<file path="config.mk">
export PLATFORM = sky130hd
export DESIGN_NAME = artr_isqrt
export DESIGN_NICKNAME = d
export VERILOG_FILES = /design/src/rtl/core/artr_pkg.sv /design/src/rtl/core/artr_isqrt.sv
export SDC_FILE = /design/constraint.sdc
export NUM_CORES = 1
export LEC_CHECK = 0
export CORE_MARGIN = 4
export CORE_UTILIZATION = 45
export DETAILED_ROUTE_END_ITERATION = 6
export DONT_BUFFER_PORTS = 1
export SYNTH_ARGS = -nofsm -noshare
export SYNTH_HDL_FRONTEND = slang
export SYNTH_SLANG_ARGS = --single-unit
</file>
<file path="constraint.sdc">
create_clock -name clk -period 4.7 [get_ports clk]
set_input_delay 0.47 -clock clk [delete_from_list [all_inputs] [get_ports clk]]
set_output_delay 0.47 -clock clk [all_outputs]
set_load 0.005 [all_outputs]
</file>
<file path="src/rtl/core/artr_pkg.sv">
package artr_pkg;

    // Field widths
    localparam int CW  = 20;          // coordinate, Q.4
    localparam int DW  = 21;          // segment difference
    localparam int SW  = 42;          // squared length
    localparam int RW  = 21;          // square root
    localparam int QW  = 16;          // quotient magnitude
    localparam int PW  = 16;          // pixel
    localparam int REMW = RW + 3;     // square-root partial remainder
    localparam int DREMW = RW + 1;    // divider partial remainder

    // Stage counts of the iterative units
    localparam int SQRT_LAT = RW;
    localparam int DIV_LAT  = QW;
    localparam int DLY      = SQRT_LAT + DIV_LAT;

    // Per-word side information that rides along with the arithmetic
    typedef struct packed {
        logic signed [DW-1:0] dx;
        logic signed [DW-1:0] dy;
        logic signed [CW-1:0] ex;
        logic signed [CW-1:0] ey;
        logic signed [CW-1:0] hx;
        logic signed [CW-1:0] hy;
        logic                 last;
        logic                 deg;
    } side_t;

endpackage

</file>
<file path="src/rtl/core/artr_isqrt.sv">
module artr_isqrt
(
    input  logic                     clk,
    input  logic                     en,
    input  logic [artr_pkg::SW-1:0] rad,
    output logic [artr_pkg::RW-1:0] root
);

    logic [artr_pkg::REMW-1:0] rem_reg  [0:artr_pkg::SQRT_LAT-1];
    logic [artr_pkg::RW-1:0]   root_reg [0:artr_pkg::SQRT_LAT-1];
    logic [artr_pkg::SW-1:0]   rad_reg  [0:artr_pkg::SQRT_LAT-1];

    // One result bit per stage, two radicand bits consumed per stage
    for (genvar k = 0; k < artr_pkg::SQRT_LAT; k++)
    begin : g_stage
        logic [artr_pkg::REMW-1:0] rem_in;
        logic [artr_pkg::RW-1:0]   root_in;
        logic [artr_pkg::SW-1:0]   rad_in;
        logic [artr_pkg::REMW-1:0] cur;
        logic [artr_pkg::REMW-1:0] trial;

        if (k == 0)
        begin : g_first
            assign rem_in  = '0;
            assign root_in = '0;
            assign rad_in  = rad;
        end
        else
        begin : g_next
            assign rem_in  = rem_reg[k-1];
            assign root_in = root_reg[k-1];
            assign rad_in  = rad_reg[k-1];
        end

        assign cur   = {rem_in[artr_pkg::REMW-3:0], rad_in[artr_pkg::SW-1 -: 2]};
        assign trial = {1'b0, root_in, 2'b01};

        always_ff @(posedge clk)
        begin
            if (en)
            begin
                if (cur >= trial)
                begin
                    rem_reg[k]  <= cur - trial;
                    root_reg[k] <= {root_in[artr_pkg::RW-2:0], 1'b1};
                end
                else
                begin
                    rem_reg[k]  <= cur;
                    root_reg[k] <= {root_in[artr_pkg::RW-2:0], 1'b0};
                end
                rad_reg[k] <= {rad_in[artr_pkg::SW-3:0], 2'b00};
            end
        end
    end

    assign root = root_reg[artr_pkg::SQRT_LAT-1];

endmodule

</file>
# Word-level counts from Yosys, hierarchy flattened
# Memories as Yosys holds them, arrays and structs flattened.
# Cells that the tools add are included.
# totals
latchBits	0
word_cells	257
rom_bits	0
inputBits	44
ramBits	1785
output_inout_bits	21
regBits	0
mem_count	3
# memory_table
memory	depth	word_bits	rd	rd_clocked_by_memory_dff	write_ports	line	rtl
rad_reg	21	40	20	0	21	artr_isqrt.sv:11	logic [artr_pkg::SW-1:0] rad_reg [0:artr_pkg::SQRT_LAT-1];
rem_reg	21	24	20	0	21	artr_isqrt.sv:9	logic [artr_pkg::REMW-1:0] rem_reg [0:artr_pkg::SQRT_LAT-1];
root_reg	21	21	21	0	21	artr_isqrt.sv:10	logic [artr_pkg::RW-1:0] root_reg [0:artr_pkg::SQRT_LAT-1];
# classes
n_reduce_logical	0
n_bitwise	42
n_lt_le_gt_ge	21
n_mux	170
shift	0
n_div	0
eq_ne	0
mul	0
add_sub_neg	21
# ops
cell	count
$mux 24	21
$ge 24x23->1	20
$sub 24x23->24	20
$mux 21	21
$mux 1	128
$or 1x1->1	42
$sub 2x1->3 const B	1
$ge 2x1->1 const B	1

# Longest topological paths before layout
# An unclocked memory read counts as a cell.
# depth
depth_word	6
ltp_mapped	13
depth_no_buf	11

# Worst setup path before layout
# No wires, ideal clock.
# synth_path
kind	register to register
from	mem rem_reg[2][0] (netlist name)
to	mem rem_reg[2][35] (netlist name) (data pin)
arrival_ps	2649
period_less_slack_ps	2907
slack_ps	1793
path_stages_with_launch	11
setup_time_ps	258
path_cell_list	edfxtp_1 > ha_1 > nor2b_1 > o21a_1 > o21ai_0 > a21oi_1 > a221oi_1 > nand3_1 > buf_2 > nand3b_1 > xnor2_1
# synth_lines
element	line
from (decl)	artr_isqrt.sv:9

==> results.json <==
{
  "min-delay-start": "rad[40]",
  "arrival_ns": 4.29,
  "grt_start_max_net_pins": 1067,
  "async_flop_share_pct": 0,
  "die-area_um2": 115000,
  "outcome": "completed",
  "pre_cts_ws_ns": 1.08,
  "routedWlPerCell_um": 15.9,
  "core_um2": 109000,
  "routed_via_density": 5.23,
  "final_layout_size_suffix_gt1_share_pct": 6.66,
  "die_height_um": 339,
  "slew_violations": 0,
  "synth_top_area_share_pct": 64.8,
  "synth-edff-count": 1062,
  "firstDrtPassIters": 5,
  "grt_pass1_vias": 27500,
  "multi_input_area_um2": 15900,
  "ir_worst_vdd_uv": 346,
  "synth_top_family_by_area": "simple AND/OR/NAND/NOR gates",
  "areaGrowthSynthToFinish_pct": 12.2,
  "synthTopCellsByArea": "edfxtp_1 (65%), ha_1 (6.5%), xnor2_1 (3.2%)",
  "cts_max_level": 3,
  "synthMuxAreaShare_pct": 0.813,
  "ant_nets": 0,
  "largest_register_ffs": 420,
  "grt_pass1_wl_um": 139000,
  "required_ns": 5.13,
  "initial_core_util_pct": 45.3,
  "vias": 28200,
  "netlist_instances": 3786,
  "setup_viol": 0,
  "io_pins": 65,
  "overflow": 0,
  "yosys.area_share.simple_pct": 10.3,
  "cp_max_fo": 273,
  "yosysMostFrequentCell": "edfxtp_1",
  "reg2reg_from": "rem_reg[2][0]",
  "hold_viol": 0,
  "p_total_mw": 26.0,
  "place_area_um2": 50800,
  "slew-limit-headroom_pct": 7.21,
  "remaining_drc_errors": 0,
  "synth-main-ff-cell": "edfxtp_1",
  "synth_compound_area_share_pct": 8.76,
  "root_buffer": "clkbuf_16",
  "start_kind": "primary input",
  "clockBufferDepth": 3,
  "syn_avg_cell_area_um2": 13.0,
  "grt.total_usage_pct": 14.7,
  "n_fill_cell": 9364,
  "chipWidth_um": 339,
  "fin_tns_setup_ns": 0,
  "hold_path_class": "in -> reg",
  "grt_setup_unrepaired": "false",
  "drt-initial-drc-count": 1899,
  "final_area_um2": 55300,
  "routed_wl_um": 86000,
  "critPathKind": "in -> reg",
  "clock_skew_ns": 0.0329,
  "end_kind": "flop",
  "hpwl_um": 57200,
  "max_cap_viol_count": 0,
  "clk_latency_ns": 0.69,
  "p_leak_nw": 20.9,
  "ys_ff_latch": 1063,
  "ys_seq_area_share_pct": 64.8,
  "synth_cell_type_count": 77,
  "synth_common_cells": "edfxtp_1 (1062), inv_1 (302), ha_1 (254)",
  "diodes": 0,
  "clock.fmax_mhz": 258,
  "synth_fp_nets": 4084,
  "yosysTopAreaCell": "edfxtp_1",
  "place_congestion": 0.864,
  "clk_pin_slew_worst_paths_ns": 0.06,
  "min_period_over_period_pct": 82.3,
  "rows": 121,
  "cts_resized": 0,
  "numCtsBuffers": 115,
  "post-route-util_pct": 50.8,
  "synthXorXnorAreaFrac_pct": 5.92,
  "finalNetCount": 4185,
  "cts_tree": "yes",
  "synth_warnings": 0,
  "power.density_nw_per_um2": 470,
  "fin_crit_ns": 3.87,
  "clock_sinks": 1063,
  "setup_ws_ns": 0.831,
  "portBuffers": 0,
  "syn_area_um2": 49200,
  "grt_antenna_before_repair": 0,
  "final-seq-area_um2": 31900,
  "critPathLaunch": "en",
  "tightestPinTransition_ns": 1.39,
  "synth-adder-area-share_pct": 6.45
}
==> report_power, final <==
part	switching (mW)	internal, mW
sequential	0.651	11.9
clock	3.67	5.40
combinational	2.42	1.93
==> through the flow <==
step	hold slack [ns]	instances
2_1_floorplan	0.400	3786
3_3_place_gp	0.402	5136
3_5_place_dp	0.405	5136
4_1_cts	0.00330	5390
5_1_grt	0.0342	5395
6_report	0.0657	5395
==> routing by layer <==
layer / track usage (%) / up-vias / wire length (um)
li1: - / 14200 / -
met1: 18.8 / 13500 / 38100
met2: 25.4 / 435 / 42200
met3: 2.21 / 171 / 3010
met4: 5.30 / 0 / 2730
met5: 0 / - / 0
==> worst paths after layout <==
kind | endpoint | slack [ns] | depth (start not counted)
hold / removal | rem_reg[0][0] | 0.07 | 2
setup / recovery | rem_reg[0][83] | 0.83 | 9
setup reg to reg | rem_reg[2][29] | 1.05 | 8
hold reg to reg | rad_reg[2][147] | 0.41 | 0
==> worst max-delay path, cell delays in order <==
cell and delay (ns):
buf_16 0.75, buf_16 0.68, nor4b_1 0.36, nand3_1 0.20
nor2_1 0.15, nand4b_1 0.45, nand3_1 0.41, nor4_1 0.12
xor2_1 0.16
==> logic make-up (layout without fill, tap and decap cells) <==
logic type / count (synthesis) / after routing
AO/OA/AOI/OAI: 713 / 713
adder cells (fa/ha/maj): 254 / 254
AND/OR/NAND/NOR: 1007 / 1007
flip-flops: 1063 / 1063
multiplexers: 36 / 36
XOR/XNOR: 333 / 333
buffers and inverters: 380 / 575
==> layout make-up <==
cell class,instances,area share [%]
clock buffer,140,5.45
clock inverter,71,1.50
inverter,303,2.06
multi-input combinational,2343,28.8
sequential,1063,57.7
tap,1414,3.20
timing repair buffer,61,1.22
==> repair_timing <==
item / in CTS / in global routing
setup endpoints to repair: 0 / 0
hold buffers: 43 / 1
setup buffers: 0 / 0
endpoints found under the hold margin: 76 / 150
==> cell usage in the layout, fill, tap and decap left out, drive strengths merged, types with 14 or more instances in the layout <==
master / count
o211ai: 15
ha: 254
xor2: 154
a211oi: 22
o21bai: 15
nand4: 32
or3: 38
edfxtp: 1062
nor4b: 14
clkbuf: 140
nor3: 90
o21ai: 215
nand2: 242
dlygate4sd3: 42
nor2: 239
and3: 17
or2: 22
a21oi: 228
nor4: 56
nand2b: 56
xnor2: 179
buf: 19
bufinv: 15
inv: 306
a21o: 75
a31oi: 19
o21a: 50
clkinv: 44
nor2b: 43
nand3: 78
and2: 24
mux2: 32
Power figures use the tool's default switching activity.
