### src/rtl/core/artr_pkg.sv
package artr_pkg;

    // Field widths
    localparam int CW  = 20;          // coordinate, Q.4
    localparam int DW  = 21;          // segment difference
    localparam int SW  = 42;          // squared length
    localparam int RW  = 21;          // square root
    localparam int QW  = 16;          // quotient magnitude
    localparam int PW  = 16;          // pixel
    localparam int REMW = RW + 3;     // square-root partial remainder
    localparam int DREMW = RW + 1;    // divider partial remainder

    // Stage counts of the iterative units
    localparam int SQRT_LAT = RW;
    localparam int DIV_LAT  = QW;
    localparam int DLY      = SQRT_LAT + DIV_LAT;

    // Per-word side information that rides along with the arithmetic
    typedef struct packed {
        logic signed [DW-1:0] dx;
        logic signed [DW-1:0] dy;
        logic signed [CW-1:0] ex;
        logic signed [CW-1:0] ey;
        logic signed [CW-1:0] hx;
        logic signed [CW-1:0] hy;
        logic                 last;
        logic                 deg;
    } side_t;

endpackage

### src/rtl/core/artr_div.sv
module artr_div
(
    input  logic                     clk,
    input  logic                     en,
    input  logic [artr_pkg::DW-1:0]  num,
    input  logic [artr_pkg::RW-1:0]  den,
    output logic [artr_pkg::QW-1:0]  quo
);

    // Computes floor((num << 15) / den); num <= den keeps the quotient in 16 bits
    logic [artr_pkg::DREMW-1:0] r_reg   [0:artr_pkg::DIV_LAT-1];
    logic [artr_pkg::QW-1:0]    n_reg   [0:artr_pkg::DIV_LAT-1];
    logic [artr_pkg::QW-1:0]    q_reg   [0:artr_pkg::DIV_LAT-1];
    logic [artr_pkg::RW-1:0]    den_reg [0:artr_pkg::DIV_LAT-1];

    // Restoring division, one quotient bit per stage
    for (genvar k = 0; k < artr_pkg::DIV_LAT; k++)
    begin : g_stage
        logic [artr_pkg::DREMW-1:0] r_in;
        logic [artr_pkg::QW-1:0]    n_in;
        logic [artr_pkg::QW-1:0]    q_in;
        logic [artr_pkg::RW-1:0]    d_in;
        logic [artr_pkg::DREMW-1:0] cur;

        if (k == 0)
        begin : g_first
            assign r_in = artr_pkg::DREMW'(num[artr_pkg::DW-1:1]);
            assign n_in = {num[0], {(artr_pkg::QW-1){1'b0}}};
            assign q_in = '0;
            assign d_in = den;
        end
        else
        begin : g_next
            assign r_in = r_reg[k-1];
            assign n_in = n_reg[k-1];
            assign q_in = q_reg[k-1];
            assign d_in = den_reg[k-1];
        end

        assign cur = {r_in[artr_pkg::DREMW-2:0], n_in[artr_pkg::QW-1]};

        always_ff @(posedge clk)
        begin
            if (en)
            begin
                if (cur >= {1'b0, d_in})
                begin
                    r_reg[k] <= cur - {1'b0, d_in};
                    q_reg[k] <= {q_in[artr_pkg::QW-2:0], 1'b1};
                end
                else
                begin
                    r_reg[k] <= cur;
                    q_reg[k] <= {q_in[artr_pkg::QW-2:0], 1'b0};
                end
                n_reg[k]   <= {n_in[artr_pkg::QW-2:0], 1'b0};
                den_reg[k] <= d_in;
            end
        end
    end

    assign quo = q_reg[artr_pkg::DIV_LAT-1];

endmodule

### config.mk
export PLATFORM = sky130hd
export DESIGN_NAME = artr_div
export DESIGN_NICKNAME = d
export VERILOG_FILES = /design/src/rtl/core/artr_pkg.sv /design/src/rtl/core/artr_div.sv
export SDC_FILE = /design/constraint.sdc
export NUM_CORES = 1
export LEC_CHECK = 0
export CAP_MARGIN = 20
export CORE_ASPECT_RATIO = 0.6
export CORE_MARGIN = 1
export CORE_UTILIZATION = 60
export DETAILED_ROUTE_END_ITERATION = 10
export DONT_BUFFER_PORTS = 1
export PLACE_DENSITY = 0.78
export SYNTH_ARGS = -nofsm -noshare
export SYNTH_HDL_FRONTEND = slang
export SYNTH_SLANG_ARGS = --single-unit
### constraint.sdc
create_clock -name clk -period 8.45 [get_ports clk]
set_input_delay 0.845 -clock clk [delete_from_list [all_inputs] [get_ports clk]]
set_output_delay 0.845 -clock clk [all_outputs]
set_load 0.01 [all_outputs]
### After elaboration in Yosys (flattened, before gate mapping)

Memories as Yosys holds them, arrays and structs flattened.
Index checks and enable logic that the tools add are counted.

| storage, ports and cells | value |
|---|---|
| input bits | 44 |
| logic and storage cells | 198 |
| memories | 4 |
| latch bits | 0 |
| output and inout bits | 16 |
| RAM bits | 1184 |
| register bits after elaboration | 0 |
| memory bits (read-only) | 0 |

| cells by class | value |
|---|---|
| add/subtract/negate cells | 16 |
| magnitude comparators | 16 |
| reduce and logical (&&, ||, !) cells | 0 |
| bitwise gates (word level) | 32 |
| muxes and demuxes | 130 |
| $mul | 0 |
| div/mod/pow operators | 0 |
| equality and inequality tests | 0 |
| shift operators | 0 |

Memories:

| memory | depth | width | read ports | clocked after memory_dff | write ports | RTL line | source |
|---|---|---|---|---|---|---|---|
| r_reg | 16 | 22 | 15 | 0 | 16 | artr_div.sv:11 | `logic [artr_pkg::DREMW-1:0] r_reg [0:artr_pkg::DIV_LAT-1];` |
| den_reg | 16 | 21 | 15 | 0 | 16 | artr_div.sv:14 | `logic [artr_pkg::RW-1:0] den_reg [0:artr_pkg::DIV_LAT-1];` |
| q_reg | 16 | 16 | 16 | 0 | 16 | artr_div.sv:13 | `logic [artr_pkg::QW-1:0] q_reg [0:artr_pkg::DIV_LAT-1];` |
| n_reg | 16 | 15 | 15 | 0 | 16 | artr_div.sv:12 | `logic [artr_pkg::QW-1:0] n_reg [0:artr_pkg::DIV_LAT-1];` |

Operators by type and width:

| operator | number |
|---|---|
| $mux 22 | 16 |
| $ge 22x21->1 | 15 |
| $sub 22x21->22 | 15 |
| $mux 16 | 16 |
| $mux 1 | 98 |
| $or 1x1->1 | 32 |
| $sub 21x21->22 | 1 |
| $ge 21x21->1 | 1 |

### Logic depth before layout (Yosys ltp)

An unclocked memory read counts as a cell.

| depth | value |
|---|---|
| word-level depth | 6 |
| gate-level depth with buffers | 13 |
| depth with buffers taken out | 12 |

### Worst setup path before layout

Ideal clock, no wire load.

| timing path | value |
|---|---|
| path type | input -> register |
| start point | input port num[0] (netlist bit) |
| end point | memory r_reg[0][14] (netlist bit) (data pin) |
| slack | 4.815 ns |
| stages | 13 |
| required time | 8.190 ns |
| setup time | 0.260 ns |
| arrival time | 3.375 ns |
| path buffers | 1 |
| cell sequence | inv_1 > ha_1 > fa_1 > nor2b_1 > o21a_1 > o21ai_0 > a21o_1 > a211oi_1 > o211ai_1 > o21ai_1 > a211o_1 > buf_2 > mux2_2 |

RTL lines:

| what | RTL line | source |
|---|---|---|
| from (decl) | artr_div.sv:5 | `input logic [artr_pkg::DW-1:0] num,` |
| to (decl) | artr_div.sv:11 |  |

==> results.py <==
metrics = {
    "run_status": {
        "status": "completed",
    },
    "floorplan": {
        "core_mm2": 0.07066,
        "io_pins": 60,
        "die_x_um": 349.1,
        "initial_core_util_pct": 61.39,
        "row_count": 75,
        "die_area_mm2": 0.07342,
        "die_h_um": 210.3,
    },
    "power": {
        "p_seq_share_pct": 36.3,
        "leakage_nw": 19.30,
        "p_int_w": 0.01075,
        "p_sw_w": 0.006068,
        "clockPowerShare_pct": 19.9,
        "power_density_mw_per_mm2": 358.6,
        "ir_drop_mv": 0.1722,
        "p_sw_share_pct": 36.09,
        "combPwrFrac_pct": 43.8,
    },
    "setup_path": {
        "crit_type": "reg2reg",
        "critPathSlowestCell": "a31oi_1",
        "critPathTopFamily": "compound AO/OA/AOI/OAI gates",
        "cp.arrival_ns": 4.47,
        "end_kind": "flop",
        "start_kind": "flop",
        "critical-path-max-stage-delay_ns": 0.56,
        "cp.required_ns": 8.82,
        "cp_num_buf_inv": 2,
        "crit_chain": "ha_1 > nor2b_1 > o21ai_1 > a21o_1 > a31oi_1 > a31oi_1 > o21ai_1 > a21oi_2 > buf_4 > inv_1 > mux2_2 > or3_1",
        "crit_fanout": 37,
    },
    "clock_tree": {
        "h-tree-depth": 3,
        "clkSlewWorstSetupHoldPaths_ns": 0.07,
        "cts_resized": 0,
        "post_cts_buffers": 0,
        "clk_latency_ns": 0.64,
        "clock_path_buffers": 3,
        "root_buffer": "clkbuf_16",
        "hold_buffers": 0,
        "cts_tree": "done",
        "clkSinkCount": 766,
        "cts_inserted_buffers": 75,
    },
    "drt": {
        "wl_um": 94430,
        "firstDrtPassIters": 5,
        "m1WireLength_um": 48470,
        "drtIter0Drc": 3374,
        "dr_total_vias": 28640,
        "wl_met3_um": 10440,
        "viasPerCell": 6.008,
        "wl_per_cell_um": 19.81,
        "ant_nets": 0,
        "routed.top_layer": "met4",
        "drc_errors": 0,
        "wl_met2_um": 34260,
    },
    "synth": {
        "avgSynthCellArea_um2": 11.61,
        "synth-main-ff-cell": "edfxtp_1",
        "synth-edff-count": 765,
        "yosys-top-cells-area": "edfxtp_1 (53%), ha_1 (9.7%), mux2_2 (3.8%)",
        "ys_types": 84,
        "synth_seq_cells": 766,
        "synth.top_cell.area_share_pct": 52.95,
        "synthArstFlopShare_pct": 0,
        "ys_seq_area_share_pct": 53.00,
        "yosysTopAreaCell": "edfxtp_1",
        "synth_nets": 4130,
        "ys_warn_count": 0,
        "synthMostInstantiatedCell": "edfxtp_1",
        "synth_area_mm2": 0.04338,
        "synth_cells": 3736,
        "synthTopCellsByCount": "edfxtp_1 (765), inv_1 (423), ha_1 (335)",
    },
    "layout": {
        "final_layout_size_suffix_gt1_share_pct": 8.991,
        "nets": 4142,
        "syn2layout_area_growth_pct": 8.090,
        "diodes": 0,
        "nFillCells": 5137,
    },
    "timing": {
        "fmax_mhz": 243.7,
        "finalSetupViolCount": 0,
        "finalSetupTns_ns": 0,
        "period_needed_ns": 4.103,
        "fin_ws_ns": 4.347,
        "hold_viol": 0,
        "skew_ns": 0.02577,
        "timing.final.crit_share_pct": 48.55,
        "maxSlewViolCount": 0,
        "holdWs_ns": 0.3087,
        "slew_headroom_pct": 11.52,
        "rsz0062_at_grt": "no",
        "worst_pin_slew_ns": 1.327,
    },
    "global_routing": {
        "grt_overflow": 0,
        "grt_pass1_vias": 26410,
        "grt_use_total_pct": 25.82,
        "grt_pass1_wl_um": 148400,
        "antenna_found_initial": 3,
        "grt_max_degree": 779,
    },
    "job": {
        "max_cap_viol_count": 0,
    },
    "worst_hold_path": {
        "hp-class": "in2reg",
    },
    "place": {
        "routabilityCongestion": 0.9271,
        "io_buffers": 0,
        "dpl_worst_slack_ns": 4.158,
        "dp_hpwl_um": 68520,
    },
}
-- path summary, 6_finish.rpt --
path / start / end / slack, ns / cells after the start
setup / recovery: r_reg[1][23]$_DFFE_PP_ / r_reg[1][61]$_DFFE_PP_ / 4.35 / 12
hold / removal: den[15] / den_reg[0][15]$_DFFE_PP_ / 0.31 / 0
setup reg to reg: r_reg[1][23]$_DFFE_PP_ / r_reg[1][61]$_DFFE_PP_ / 4.35 / 12
hold reg to reg: q_reg[0][65]$_DFFE_PP_ / q_reg[0][82]$_DFFE_PP_ / 0.41 / 0
-- metrics by stage --
| stage | power (W) | instance area, µm² | util (%) | std cells |
|---|---|---|---|---|
| 2_1_floorplan | 0.01152 | 43380 | - | 3736 |
| 3_3_place_gp | 0.01298 | 44340 | 62.75 | 4626 |
| 3_5_place_dp | 0.01319 | 44340 | 62.75 | 4626 |
| 4_1_cts | 0.01662 | 46730 | 66.14 | 4759 |
| 5_1_grt | 0.01782 | 46890 | 66.36 | 4766 |
| 6_report | 0.01682 | 46890 | 66.36 | 4766 |
-- cells in the final DEF (no fill, tap or decap), types with 9 or more instances in the layout --
master       n
a211oi_1    19
a21boi_0    15
a21o_1     148
a21oi_1    218
a31oi_1     41
and2_1      17
and3_1      24
and4_1      14
buf_4       11
clkbuf_1    14
clkbuf_16   77
clkinv_1    13
clkinv_2    14
edfxtp_1   765
fa_1        15
ha_1       335
inv_1      423
mux2_2     146
mux2_4      30
mux2i_1     16
nand2_1    255
nand2b_1    34
nand3_1     48
nand4_1     29
nor2_1     197
nor2b_1     53
nor3_1      47
nor4_1      11
o2111ai_1   10
o211ai_1    19
o21a_1      42
o21ai_0    220
o21ai_1     10
o21bai_1    25
o31a_1       9
o31ai_1     12
or3_1       23
xnor2_1    162
xor2_1      88
-- per-layer routing --
layer,global-route usage [%],up-vias
met5,0,-
met4,4.719,0
met3,6.301,103
met2,31.81,1262
met1,44.50,13610
li1,-,13660
-- worst register-to-register path, stage by stage (launching register included) --
cell and delay [ns]:
edfxtp_1 0.42, ha_1 0.38, nor2b_1 0.16, o21ai_1 0.24, a21o_1 0.20, a31oi_1 0.14, a31oi_1 0.56, o21ai_1 0.15
a21oi_2 0.14, buf_4 0.38, inv_1 0.40, mux2_2 0.37, or3_1 0.31
-- area by class of cell --
cell class | instances | area (µm²) | share of cell area, %
clock buffer | 91 | 1979 | 4.221
inverter | 423 | 1588 | 3.386
sequential | 766 | 22990 | 49.03
clock inverter | 42 | 412.9 | 0.8806
timing repair buffer | 18 | 240.2 | 0.5123
multi-input combinational | 2464 | 18470 | 39.40
tap | 962 | 1204 | 2.567
-- power groups by stage --
stage | registers [W] | logic, W | clock network, W
2_1_floorplan | 0.00587 | 0.00565 | 0
5_1_grt | 0.00619 | 0.00810 | 0.00353
6_report | 0.00611 | 0.00736 | 0.00334
4_1_cts | 0.00609 | 0.00713 | 0.00340
3_5_place_dp | 0.00615 | 0.00704 | 0
3_3_place_gp | 0.00614 | 0.00684 | 0
-- kinds of logic (layout without fill, tap and decap cells) --
| family | Yosys count | in the layout | synth area share, % |
|---|---|---|---|
| and+or+nand+nor | 786 | 786 | 8.736 |
| adders and majority gates | 350 | 350 | 10.35 |
| DFF | 766 | 766 | 53.00 |
| buffers and inverters | 506 | 574 | 4.514 |
| AOI/OAI and AO/OA | 882 | 882 | 13.05 |
| xor gates and xnor gates | 250 | 250 | 5.047 |
| muxes | 196 | 196 | 5.301 |
No activity file was read; power rests on OpenSTA's default activity.
