File: src/rtl/core/artr_pkg.sv
package artr_pkg;

    // Field widths
    localparam int CW  = 20;          // coordinate, Q.4
    localparam int DW  = 21;          // segment difference
    localparam int SW  = 42;          // squared length
    localparam int RW  = 21;          // square root
    localparam int QW  = 16;          // quotient magnitude
    localparam int PW  = 16;          // pixel
    localparam int REMW = RW + 3;     // square-root partial remainder
    localparam int DREMW = RW + 1;    // divider partial remainder

    // Stage counts of the iterative units
    localparam int SQRT_LAT = RW;
    localparam int DIV_LAT  = QW;
    localparam int DLY      = SQRT_LAT + DIV_LAT;

    // Per-word side information that rides along with the arithmetic
    typedef struct packed {
        logic signed [DW-1:0] dx;
        logic signed [DW-1:0] dy;
        logic signed [CW-1:0] ex;
        logic signed [CW-1:0] ey;
        logic signed [CW-1:0] hx;
        logic signed [CW-1:0] hy;
        logic                 last;
        logic                 deg;
    } side_t;

endpackage

File: src/rtl/core/artr_rot.sv
module artr_rot
(
    input  logic                            clk,
    input  logic                            rst_n,
    input  logic                            en,
    input  logic                            in_vld,
    input  logic [artr_pkg::QW-1:0]         qc,
    input  logic [artr_pkg::QW-1:0]         qs,
    input  artr_pkg::side_t                 sd,
    output logic                            out_vld,
    output logic signed [artr_pkg::PW-1:0]  pixel_x,
    output logic signed [artr_pkg::PW-1:0]  pixel_y,
    output logic                            degenerate,
    output logic                            last_out
);

    localparam int MW = artr_pkg::CW + artr_pkg::QW;   // product width
    localparam int AW = MW + 2;                        // sum width
    localparam int FB = 19;                            // fraction bits of the sum

    logic [2:0] v_reg;

    logic signed [artr_pkg::QW-1:0] c_reg, s_reg;
    logic signed [artr_pkg::CW-1:0] ex1_reg, ey1_reg, hx1_reg, hy1_reg;
    logic                           last1_reg, deg1_reg;

    logic signed [MW-1:0]           pxc_reg, pys_reg, pxs_reg, pyc_reg;
    logic signed [artr_pkg::CW-1:0] ex2_reg, ey2_reg;
    logic                           last2_reg, deg2_reg;

    logic signed [AW-1:0]           px_reg, py_reg;
    logic                           last3_reg, deg3_reg;

    logic signed [artr_pkg::QW-1:0] c_next, s_next;

    // Signed Q1.15 from quotient magnitude; +1.0 clips, degenerate forces zero
    function automatic logic signed [artr_pkg::QW-1:0] trig(
        input logic [artr_pkg::QW-1:0] q,
        input logic                    neg,
        input logic                    deg
    );
        logic [artr_pkg::QW:0] mag;
        mag = {1'b0, q};
        if (deg)
            return '0;
        else if (neg)
            return artr_pkg::QW'(-mag);
        else if (q[artr_pkg::QW-1])
            return {1'b0, {(artr_pkg::QW-1){1'b1}}};
        else
            return q;
    endfunction

    // Truncate toward zero to whole pixels, then clip to 16 bits
    function automatic logic signed [artr_pkg::PW-1:0] pix(input logic signed [AW-1:0] v);
        logic signed [AW-1:0]    t;
        logic signed [AW-FB-1:0] w;
        t = v + (v[AW-1] ? AW'((1 << FB) - 1) : AW'(0));
        w = t[AW-1:FB];
        if (w > (AW-FB)'(32767))
            return {1'b0, {(artr_pkg::PW-1){1'b1}}};
        else if (w < -(AW-FB)'(32768))
            return {1'b1, {(artr_pkg::PW-1){1'b0}}};
        else
            return w[artr_pkg::PW-1:0];
    endfunction

    assign c_next = trig(qc, sd.dx[artr_pkg::DW-1], sd.deg);
    assign s_next = trig(qs, sd.dy[artr_pkg::DW-1], sd.deg);

    // Valid bits
    always_ff @(posedge clk or negedge rst_n)
    begin
        if (!rst_n)
        begin
            v_reg   <= '0;
            out_vld <= 1'b0;
        end
        else if (en)
        begin
            v_reg   <= {v_reg[1:0], in_vld};
            out_vld <= v_reg[2];
        end
    end

    // Data path: sign, products, sums, pixel
    always_ff @(posedge clk)
    begin
        if (en)
        begin
            c_reg     <= c_next;
            s_reg     <= s_next;
            ex1_reg   <= sd.ex;
            ey1_reg   <= sd.ey;
            hx1_reg   <= sd.hx;
            hy1_reg   <= sd.hy;
            last1_reg <= sd.last;
            deg1_reg  <= sd.deg;

            pxc_reg   <= MW'(hx1_reg) * MW'(c_reg);
            pys_reg   <= MW'(hy1_reg) * MW'(s_reg);
            pxs_reg   <= MW'(hx1_reg) * MW'(s_reg);
            pyc_reg   <= MW'(hy1_reg) * MW'(c_reg);
            ex2_reg   <= ex1_reg;
            ey2_reg   <= ey1_reg;
            last2_reg <= last1_reg;
            deg2_reg  <= deg1_reg;

            px_reg    <= AW'(pxc_reg) - AW'(pys_reg) + (AW'(ex2_reg) <<< 15);
            py_reg    <= AW'(pxs_reg) + AW'(pyc_reg) + (AW'(ey2_reg) <<< 15);
            last3_reg <= last2_reg;
            deg3_reg  <= deg2_reg;

            pixel_x    <= pix(px_reg);
            pixel_y    <= pix(py_reg);
            last_out   <= last3_reg;
            degenerate <= deg3_reg;
        end
    end

endmodule
File: config.mk
export PLATFORM = sky130hd
export DESIGN_NAME = artr_rot
export DESIGN_NICKNAME = d
export VERILOG_FILES = /design/src/rtl/core/artr_pkg.sv /design/src/rtl/core/artr_rot.sv
export SDC_FILE = /design/constraint.sdc
export NUM_CORES = 2
export LEC_CHECK = 0
export ABC_AREA = 1
export ABC_CLOCK_PERIOD_IN_PS = 7300
export BUFFER_PORTS_ARGS = -buffer_cell sky130_fd_sc_hd__clkbuf_2
export CAP_MARGIN = 20
export CORE_AREA = 5 5 358 360
export CTS_CLUSTER_DIAMETER = 200
export DETAILED_ROUTE_END_ITERATION = 10
export DIE_AREA = 0 0 363 365
export PLACE_DENSITY = 0.72
export REMOVE_ABC_BUFFERS = 1
export SLEW_MARGIN = 20
export SYNTH_ARGS = -nofsm -noshare
export SYNTH_HDL_FRONTEND = slang
export SYNTH_SLANG_ARGS = --single-unit
File: constraint.sdc
create_clock -name clk -period 7.3 [get_ports clk]
set_clock_uncertainty 0.05 [all_clocks]
set_input_delay 0 -clock clk [delete_from_list [all_inputs] [get_ports clk]]
set_output_delay 0 -clock clk [all_outputs]
set_load 0.03 [all_outputs]
; Word level (Yosys, flattened, before mapping)
; Cells that the tools add are included.
[classes]
add_sub_neg = 8
multipliers = 4
div_mod_pow = 0
magnitude_cmp = 4
eq_ne = 0
shifts = 0
muxes = 8
n_bitwise = 0
reduce_logical = 0
[op_table]
columns = operator, n
row1 = multiplier 20 x 16 -> 36 bit, 4
row2 = adder 37 x 35 -> 38 bit, 2
row3 = adder 38 x 20 -> 38 bit, 2
row4 = 2-to-1 mux 16 bit, 4
row5 = "> comparator 19 x 16 -> 1 bit, second input constant", 2
row6 = "< comparator 19 x 16 -> 1 bit, second input constant", 2
row7 = 2-to-1 mux 19 bit, 2
row8 = adder 36 x 36 -> 37 bit, 1
row9 = subtractor 36 x 36 -> 37 bit, 1
row10 = negator 16 bit, 2
row11 = 2-to-1 mux 15 bit, 2
[word_totals]
reg_bits = 416
latch_bits = 0
ramBits = 0
mem_bits_ro = 0
output_inout_bits = 35
wordCells = 50
memories = 0

; Depth between registers and ports, before layout
[logic_depth]
depth_word = 4
depth_mapped = 26
mapped_depth_nobuf = 25

; Least setup slack after synthesis
; Ideal clock, no wire load.
[synth_path]
path_type = reg-to-reg
start = register hy1_reg[19] (netlist name)
end = register pyc_reg[28], data pin
setup_time_ns = 0.253
arrival_ns = 5.441
required_time_ns = 6.997
path_slack_ns = 1.556
path_stages_with_launch = 21
path_buffers = 1
synth_period_minus_slack_ns = 5.744
path_cell_list = edfxtp_1 -> clkbuf_1 -> nand2_1 -> inv_1 -> fa_1 -> fa_1 -> fa_1 -> fa_1 -> fa_1 -> inv_1 -> fa_1 -> inv_1 -> ha_1 -> nand2_1 -> nor2_1 -> inv_1 -> nor2_1 -> inv_1 -> or2_2 -> nand4_1 -> nand2_1
[synth_between]
elab_chain_len = 1
[synth_rtl]
columns = item, line_no
row1 = start: declaration, artr_rot.sv:24  ; logic signed [artr_pkg::CW-1:0] ex1_reg, ey1_reg, hx1_reg, hy1_reg;
row2 = start signal: assignment, artr_rot.sv:96  ; hy1_reg <= sd.hy;
row3 = multiplier 20 x 16 -> 36 bit, artr_rot.sv:103  ; pyc_reg <= MW'(hy1_reg) * MW'(c_reg);
row4 = end signal: assignment, artr_rot.sv:103
row5 = end: declaration, artr_rot.sv:27  ; logic signed [MW-1:0] pxc_reg, pys_reg, pxs_reg, pyc_reg;
; No other way between the ends.
; A chain may end at the register's enable or synchronous reset.

; Worst setup path after layout
[layout_path]
start = register s_reg[3] (netlist name)
end = register pxs_reg[35], data pin
[layout_between]
elab_chain_len = 1
[layout_rtl]
columns = item, line_no
row1 = start: declaration, artr_rot.sv:23  ; logic signed [artr_pkg::QW-1:0] c_reg, s_reg;
row2 = start signal: assignment, artr_rot.sv:92  ; s_reg <= s_next;
row3 = multiplier 20 x 16 -> 36 bit, artr_rot.sv:102  ; pxs_reg <= MW'(hx1_reg) * MW'(s_reg);
row4 = end signal: assignment, artr_rot.sv:102
row5 = end: declaration, artr_rot.sv:27
; No other way between the ends.

==> key figures <==
STA
  – Setup-failing EPs final: 0
  – Unrepaired setup endpoints after global routing: false
  – Final period util: between 90% and 100%
  – Slew at the pin closest to its max-slew limit: ~1.1 ns
  – Fmax: 148 MHz
  – Total negative slack: 0 ns
  – Final hold vios: 0
  – Max transition margin: between 20 and 30%
  – Period minus WS final: 6.76 ns
  – Slew Viols, Final: 0

Cells and area
  – Area occupied by multi-input gates: approximately 50000 um^2
  – Register area: approximately 12000 um^2
  – Filler cells: 10500
  – Fraction of layout cells with a size suffix above 1: under 10%
  – Layout area overhead: 10.3%
  – Leading cell types in the layout, fill and taps excluded: inv_1, nand2_1, fa_1
  – Fin nets: between 10000 and 15000
  – Fin cells: 10500
  – Commonest non-fill, non-tap cell in the layout: inv_1

Worst setup path
  – Beginning of the critical path: s_reg[3]$_SDFFCE_PP0P_
  – R2r startpoint: s_reg[3]$_SDFFCE_PP0P_
  – Slowest CP cell: fa_1
  – Kind of critical path: flip-flop to flip-flop
  – Worst EP arrival: between 7 and 8 ns
  – Worst stage delay on the critical path: around 1.0 ns
  – Reg-to-reg slack, setup: about 0.54 ns
  – Worst path cell trace: nand2_1, inv_1, fa_1, fa_1, fa_1, fa_1, fa_1, fa_1, ha_1, a21oi_1, inv_1, a31oi_1, nor2_1, nor3_1, nand3_1, xor2_1
  – Most frequent CP cell: fa_1
  – CP Data Required Time: between 7 and 8 ns
  – CP Capture Type: flip-flop
  – Startpoint Class: flip-flop
  – CP Max Fanout: 14

Die
  – Starting Density: a little under three fifths
  – Die Ht: between 300 and 400 um
  – Die W: between 300 and 400 um
  – Rows: 130
  – Total Die Area: 132000 um^2
  – Core area: between 100000 and 150000 um^2
  – # IOs: slightly below 200

Drt
  – Post-route antenna net violation count: 0
  – Initial DRT Pass Iterations: 6
  – Vias: roughly 56000
  – DRT Wirelength: between 150000 and 200000 um
  – DR iter-0 viols: 4524
  – DRC violations left: 0
  – Vias per inst: between 5 and 6
  – Drt wl/cell: 17.8 um

Global routing
  – Initial antenna violation count: 2
  – First-pass GRT wire length: 307000 um
  – Tot GR Track Use: roughly 29%
  – Vias in the first global route: ~58000
  – Total grt overflow: 0
  – Pin count of the biggest net entering global routing: 138

Synth
  – Unique masters post-synth: 53
  – Mean Syn Cell Area: roughly 8.4 um^2
  – Sequential-to-total area share from yosys stat: 17.4%
  – Post-synth EDFFs: about 410
  – Ys async rst share: less than 1%
  – YS warnings: 0
  – Synth Cell Area: around 72000 um^2
  – Synth area leader: fa_1
  – #FFs+latches synth: roughly 420
  – Cells after synthesis: between 8000 and 9000
  – Synth top area share: between 30% and 40%
  – Area contributors post-synth: fa_1, edfxtp_1, inv_1
  – Main flop type after synthesis: edfxtp_1

CTS
  – CTS root buf: clkbuf_16
  – CTS Buffer Depth: 3
  – Hold buffers post-CTS: roughly 230
  – Post-CTS Setup Bufs: 0
  – Clock sink count: 416
  – Inserted Clock Buffers: 52
  – H-tree Lvls: 2
  – Reg clk slew, reported paths: 0.06 ns
  – CTS resizes: 0
  – CTS tree: built
  – Worst skew pair latency: between 0.6 and 0.7 ns

Job
  – Maxcap violations: 0

Min path
  – Hold Startpoint: sd[41]
  – HP Class: input pin to flip-flop

Placement
  – IO Port Bufs: approximately 150
  – Post-DP HPWL: 153000 um
  – Routability Congestion: a little under 1
  – Dpl cells: 10200

Status
  – Status: complete, no violations
layer usage:
metal  up-vias  track usage [%]  wire length (um)  part of all wire (%)
li1      25600                -                 -                     -
met1     27500             40.1             78000                    42
met2      2099             47.7             86600                    46
met3       367             4.69             14900                   8.0
met4         0             9.93              7220                   3.9
met5         -                0                 0                     0
layout make-up:
class | instances | share of cell area [%]
Multi-Input combinational cell | 5379 | 62.0
Sequential cell | 416 | 15.8
Inverter | 2437 | 11.6
Timing Repair Buffer | 540 | 5.73
Tap cell | 1650 | 2.62
Clock buffer | 53 | 1.65
Clock inverter | 40 | 0.579
Antenna cell | 2 | 0.00634
logic make-up after synthesis:
logic type,synth area share (%)
fa+ha+maj,45.6
buf+inv,14.2
xor+xnor,2.53
flops,17.4
compound gates,5.08
simple gates,15.2
worst max-delay path: cells and delay by family (launching register included):
kind | cells | cell delay (ns)
fa+ha+maj | 7 | 4.02
simple gates | 4 | 0.68
flops | 1 | 0.93
compound gates | 2 | 0.49
buf+inv | 2 | 0.16
xor+xnor | 1 | 0.16
final timing paths:
kind | endpoint | cells past startpoint
hold / removal | hx1_reg[19]$_DFFE_PP_ | 2
min in group asynchronous | v_reg[1]$_DFFE_PN0P_ | 3
max in group asynchronous | v_reg[0]$_DFFE_PN0P_ | 3
hold reg to reg | last_out$_DFFE_PP_ | 0
setup / recovery | pxs_reg[35]$_DFFE_PP_ | 16
setup reg to reg | pxs_reg[35]$_DFFE_PP_ | 16
stage by stage:
step	setup slack (ns)	hold WS, ns	utilization, %	cell area (um^2)
after CTS	0.607	0.00196	63.2	78900
after global placement	0.662	-0.245	59.9	74800
final	0.537	0.0676	63.2	78900
after detailed placement	0.611	-0.239	59.9	74800
after floorplan	1.22	-0.346	-	70500
after global routing	0.252	0.0726	63.2	78900
Yosys cell counts (4+ instances only):
library cell  instances
inv_1              2432
nand2_1            1945
fa_1               1316
ha_1                500
nor2_1              424
edfxtp_1            412
a21oi_1             307
clkbuf_1            253
o21ai_0             166
xor2_1              134
nand3_1             133
xnor2_1              73
nand4_1              57
a21o_1               44
nor3_1               44
a31oi_1              41
nand2_2              26
o21ai_1              23
nor4_1               21
o21bai_1             17
a21boi_0             15
or2_2                13
o211ai_1             11
nand3_2               7
nand3b_1              6
o221ai_1              6
and2_1                5
inv_2                 5
nand2_4               5
nor3_2                5
o221a_2               5
a211oi_1              4
dfrtp_1               4
nor2_2                4
o21a_1                4
Power is not shown: default switching activity piles up to over one toggle a cycle in this logic, so the estimate is an artifact.
